### src/sv/ecsf_pkg.sv
// Package for the earliest common slot finder.
// Holds the list depth, the payload structs and the list control struct.
// No dependencies.
package ecsf_pkg;
    localparam int LIST_DEPTH = 16;
    localparam int CNT_W      = $clog2(LIST_DEPTH + 1);

    localparam logic [1:0] OP_LOAD_A  = 2'd0;
    localparam logic [1:0] OP_LOAD_B  = 2'd1;
    localparam logic [1:0] OP_COMPUTE = 2'd2;

    typedef struct packed {
        logic [30:0] slot_start;
        logic [30:0] slot_end;
    } t_slot;

    typedef struct packed {
        logic [1:0]  opcode;
        logic [30:0] slot_start;
        logic [30:0] slot_end;
    } t_in;

    typedef struct packed {
        logic        found;
        logic [30:0] meet_start;
        logic [31:0] meet_end;
        logic        overflowed;
    } t_out;

    typedef struct packed {
        logic ins;
        logic pop;
        logic clr;
    } t_list_ctl;
endpackage

### src/sv/ecsf_cell.sv
// One entry of a sorted slot list.
// Inserts in order, shifts toward the head on pop. Uses ecsf_pkg.
module ecsf_cell (
    input  logic           i_clk,
    input  logic           i_valid,
    input  logic           i_ins,
    input  logic           i_pop,
    input  ecsf_pkg::t_slot i_new,
    input  ecsf_pkg::t_slot i_left,
    input  logic           i_left_lt,
    input  ecsf_pkg::t_slot i_right,
    output ecsf_pkg::t_slot o_slot,
    output logic           o_lt
);
    import ecsf_pkg::*;

    t_slot r_slot;
    t_slot n_slot;

    // new key sorts before this entry; empty entries sort last
    assign o_lt = !i_valid ||
                  (i_new.slot_start < r_slot.slot_start) ||
                  ((i_new.slot_start == r_slot.slot_start) &&
                   (i_new.slot_end < r_slot.slot_end));
    assign o_slot = r_slot;

    always_comb begin
        n_slot = r_slot;
        if (i_pop) begin
            n_slot = i_right;
        end else if (i_ins) begin
            if (i_left_lt) begin
                n_slot = i_left;
            end else if (o_lt) begin
                n_slot = i_new;
            end
        end
    end

    always_ff @(posedge i_clk) begin
        r_slot <= n_slot;
    end
endmodule

### src/sv/ecsf_list.sv
// Sorted slot list: a chain of ecsf_cell with a fill count.
// Head of the chain is the smallest entry. Uses ecsf_pkg, ecsf_cell.
module ecsf_list (
    input  logic               i_clk,
    input  logic               i_rst_n,
    input  ecsf_pkg::t_list_ctl i_ctl,
    input  ecsf_pkg::t_slot     i_new,
    output ecsf_pkg::t_slot     o_head,
    output logic               o_empty,
    output logic               o_full
);
    import ecsf_pkg::*;

    logic [CNT_W-1:0] r_cnt;
    logic [CNT_W-1:0] n_cnt;
    t_slot            w_slot [LIST_DEPTH];
    logic             w_lt   [LIST_DEPTH];
    logic             w_ins;

    assign o_empty = (r_cnt == '0);
    assign o_full  = (r_cnt == CNT_W'(LIST_DEPTH));
    assign w_ins   = i_ctl.ins && !o_full;
    assign o_head  = w_slot[0];

    for (genvar k = 0; k < LIST_DEPTH; k++) begin : g_cell
        t_slot w_left;
        t_slot w_right;
        logic  w_left_lt;
        if (k == 0) begin : g_first
            assign w_left    = w_slot[0];
            assign w_left_lt = 1'b0;
        end else begin : g_mid
            assign w_left    = w_slot[k-1];
            assign w_left_lt = w_lt[k-1];
        end
        if (k == LIST_DEPTH - 1) begin : g_last
            assign w_right = w_slot[k];
        end else begin : g_inner
            assign w_right = w_slot[k+1];
        end
        ecsf_cell u_cell (
            .i_clk     (i_clk),
            .i_valid   (r_cnt > CNT_W'(k)),
            .i_ins     (w_ins),
            .i_pop     (i_ctl.pop),
            .i_new     (i_new),
            .i_left    (w_left),
            .i_left_lt (w_left_lt),
            .i_right   (w_right),
            .o_slot    (w_slot[k]),
            .o_lt      (w_lt[k])
        );
    end

    always_comb begin
        n_cnt = r_cnt;
        if (i_ctl.clr) begin
            n_cnt = '0;
        end else if (i_ctl.pop) begin
            n_cnt = r_cnt - CNT_W'(1);
        end else if (w_ins) begin
            n_cnt = r_cnt + CNT_W'(1);
        end
    end

    always_ff @(posedge i_clk) begin
        if (!i_rst_n) begin
            r_cnt <= '0;
        end else begin
            r_cnt <= n_cnt;
        end
    end
endmodule

### config.mk
export PLATFORM = sky130hd
export DESIGN_NAME = ecsf_list
export DESIGN_NICKNAME = d
export VERILOG_FILES = /design/src/sv/ecsf_pkg.sv /design/src/sv/ecsf_cell.sv /design/src/sv/ecsf_list.sv
export SDC_FILE = /design/constraint.sdc
export NUM_CORES = 2
export LEC_CHECK = 0
export BUFFER_PORTS_ARGS = -buffer_cell sky130_fd_sc_hd__buf_2
export CORE_UTILIZATION = 45
export CTS_CLUSTER_SIZE = 14
export DETAILED_ROUTE_END_ITERATION = 10
export GPL_TIMING_DRIVEN = 0
export PLACE_DENSITY_LB_ADDON = 0.1
export SLEW_MARGIN = 20
export SYNTH_ARGS = -nofsm -noshare
export SYNTH_HDL_FRONTEND = slang
export SYNTH_SLANG_ARGS = --single-unit
### constraint.sdc
create_clock -name i_clk -period 9.3 [get_ports i_clk]
set_input_delay 1.395 -clock i_clk [delete_from_list [all_inputs] [get_ports i_clk]]
set_output_delay 1.395 -clock i_clk [all_outputs]
set_load 0.005 [all_outputs]
==> metrics.cfg <==
[finish]
nNetsFinal=9012
fin_util_pct=51.2
drive_above_1_share_pct=6.15
area_growth_pct=12.6

[timing]
rsz0062_at_grt=no
hold_violations=0
period_share_pct=80.1
slew_violations=0
worstMarginPinSlew_ns=1.32
period_needed_ns=7.45
timing.hold.ws_ns=0.545
timing.slew.headroom_pct=11.2
fmax_mhz=134
setup_violations=0
fin_skew_ns=0.0246
fin_ws_ns=1.85

[synthesis]
ys_seq_elements=997
ys_types=72
async_flop_share_pct=0
ys.flop_type=edfxtp_1
synth_edf_count=992
syn_area_per_cell_um2=9.48
ys_seq_area_share_pct=41.3
syn_nets=8686
yosys_warnings=0
synth_area_um2=72400
syn_inst=7638

[drt]
drc=0
detail_route.iter0.violations=7898
vias_per_cell=6.46
wirelength_um=317000
dr_total_vias=66099
firstDrtPassIters=7
post_drt_wl_per_cell_um=31.0
ant_nets=0

[placement]
hpwl_um=251000
pre_cts_ws_ns=1.17
globalplace.congestion=0.973
portBuffers=129

[cts]
clk_latency_ns=0.77
cts_setup_buffers=0
root_buffer=clkbuf_16
clk_path_buf_depth=3
htree_levels=3
ctsHoldBuffers=0
post_cts_resized=0
cts_made_buffers=121
cts_sinks=997
cts_tree=built
clk_pin_slew_worst_paths_ns=0.06

[power_and_ir_drop]
ir_drop_mv=0.151
power.density_nw_per_um2=205
leakagePower_nw=34.1
total_power_w=0.0167

[worst_setup_path]
critPathCaptureType=flop
startpoint=i_new[44]
reg2reg_depth=15
required_ns=9.75
r2r-end=g_cell[6].u_cell.o_slot[21]
start_kind=input port
rrSetupSlack_ns=2.48
r2r_start=g_cell[5].u_cell.o_slot[44]
cp.arrival_ns=7.90
crit_end=g_cell[6].u_cell.o_slot[21]
worstSetupPathType=input port to flop
worstPathMaxFanout=21

[die]
initial_core_util_pct=45.5
die-area_um2=163000
ioPinCount=131
core_um2=159000
dieWidth_um=403
rows=146
die_h_um=403

[grt]
grt_pass1_vias=63417
grt_max_degree=38
antenna_found_initial=31
overflow=0
grt_usage_pct=38.2
grt_pass1_wl_um=448000

[job]
maxCapViolations=0

[status]
status=finished clean

[worst_hold_path]
hp-class=flop to flop

==> sequential cells by signal, summed over array words and instances (netlist names) <==
register and flops:
r_cnt 5, g_cell.u_cell.o_slot 992
==> layout make-up <==
type                            instances  area [um2]
Fill cell                           14988       77600
Multi-Input combinational cell       5184       37300
Sequential cell                       997       29900
Inverter                              981        3680
Clock buffer                          148        3210
Tap cell                             2146        2690
Timing Repair Buffer                  203        2200
Buffer                                476        1930
Clock inverter                         79         576
Antenna cell                           22        55.1
==> critical path, cell delays in order <==
cell	delay, ns
buf_2	0.45
ha_1	0.28
nand4_1	0.18
nor3_1	0.87
o21a_1	0.36
o2111ai_1	0.15
a311oi_1	0.92
or2_1	0.19
clkbuf_2	0.51
clkbuf_2	0.32
buf_12	0.24
buf_1	0.83
nor2_1	0.17
o21bai_4	0.64
buf_12	0.27
==> report_power, final <==
part	total (W)	leakage, nW	internal, W	switching [W]
Combinational	0.00534	21.9	0.00187	0.00348
Sequential	0.00660	10.4	0.00608	0.000521
Clock	0.00480	1.86	0.00267	0.00213
Total	0.0167	34.1	0.0106	0.00613
==> metal layers <==
| metal | part of all wire, % | up-vias | wire, um | track usage [%] |
|---|---|---|---|---|
| met5 | 0.035 | - | 112 | 0 |
| met4 | 5.9 | 18 | 18800 | 20.7 |
| li1 | - | 29044 | - | - |
| met1 | 40 | 32643 | 126000 | 50.2 |
| met2 | 43 | 3701 | 137000 | 57.8 |
| met3 | 11 | 693 | 35300 | 9.46 |
==> stage by stage <==
stage | cells | area, um2 | TNS (ns)
final | 10236 | 81500 | 0
after global routing | 10216 | 81500 | 0
after CTS | 10213 | 81400 | 0
after detailed placement | 9986 | 77600 | 0
after global placement | 9913 | 75700 | -2826.86
after floorplan | 7638 | 72400 | 0
==> cell families (layout without fill, tap and decap cells) <==
logic type	count (synthesis)	after routing	share of synthesized area (%)
adder cells (fa/ha/maj)	981	981	17.0
buffers and inverters	1457	1887	7.68
multiplexers	69	69	0.963
AND/OR/NAND/NOR	2330	2330	14.8
flip-flops	997	997	41.3
XOR/XNOR	3	3	0.0363
other	0	22	0
AO/OA/AOI/OAI	1801	1801	18.3
==> layout by cell type (no fill, tap or decap), drive strengths merged, types with 53 or more instances in the layout <==
master  instances
a211oi         53
a21o           69
a21oi         446
a221o         388
a22oi          61
buf           253
clkbuf        574
clkinv         67
edfxtp        992
ha            981
inv           983
mux2i          64
nand2        1190
nand2b         69
nand3          94
nand4         137
nor2          216
nor2b          85
nor3          338
o211ai         70
o21ai         268
o311ai        303
or3            62
==> synthesized netlist by cell type, types with 35 or more instances <==
cell / count / share of area, %
a211oi_1: 52 / 0.54
a21o_1: 69 / 0.72
a21oi_1: 446 / 3.1
a221o_1: 388 / 5.4
a22oi_1: 61 / 0.63
and4_1: 35 / 0.42
clkbuf_1: 425 / 2.2
edfxtp_1: 992 / 41
ha_1: 981 / 17
inv_1: 981 / 5.1
mux2i_1: 64 / 0.88
nand2_1: 1190 / 6.2
nand2b_1: 69 / 0.60
nand3_1: 94 / 0.65
nand4_1: 137 / 1.2
nor2_1: 216 / 1.1
nor2b_1: 85 / 0.73
nor3_1: 338 / 2.3
o211ai_1: 70 / 0.73
o21ai_0: 263 / 1.8
o311ai_0: 243 / 2.9
o311ai_1: 60 / 0.73
or3_1: 62 / 0.54
==> worst min path at each step <==
stage,to,startpoint,depth (start not counted),slack (ns)
floorplan,g_cell[0].u_cell.o_slot[10],g_cell[1].u_cell.o_slot[10],2,0.52
global placement,g_cell[0].u_cell.o_slot[35],g_cell[1].u_cell.o_slot[35],2,0.53
detailed placement,g_cell[0].u_cell.o_slot[53],g_cell[1].u_cell.o_slot[53],2,0.53
CTS,g_cell[0].u_cell.o_slot[53],g_cell[1].u_cell.o_slot[53],2,0.55
global route,g_cell[0].u_cell.o_slot[53],g_cell[1].u_cell.o_slot[53],2,0.56
finish,g_cell[0].u_cell.o_slot[25],g_cell[1].u_cell.o_slot[25],2,0.54
Note: power is estimated with default switching activity, not from simulation.
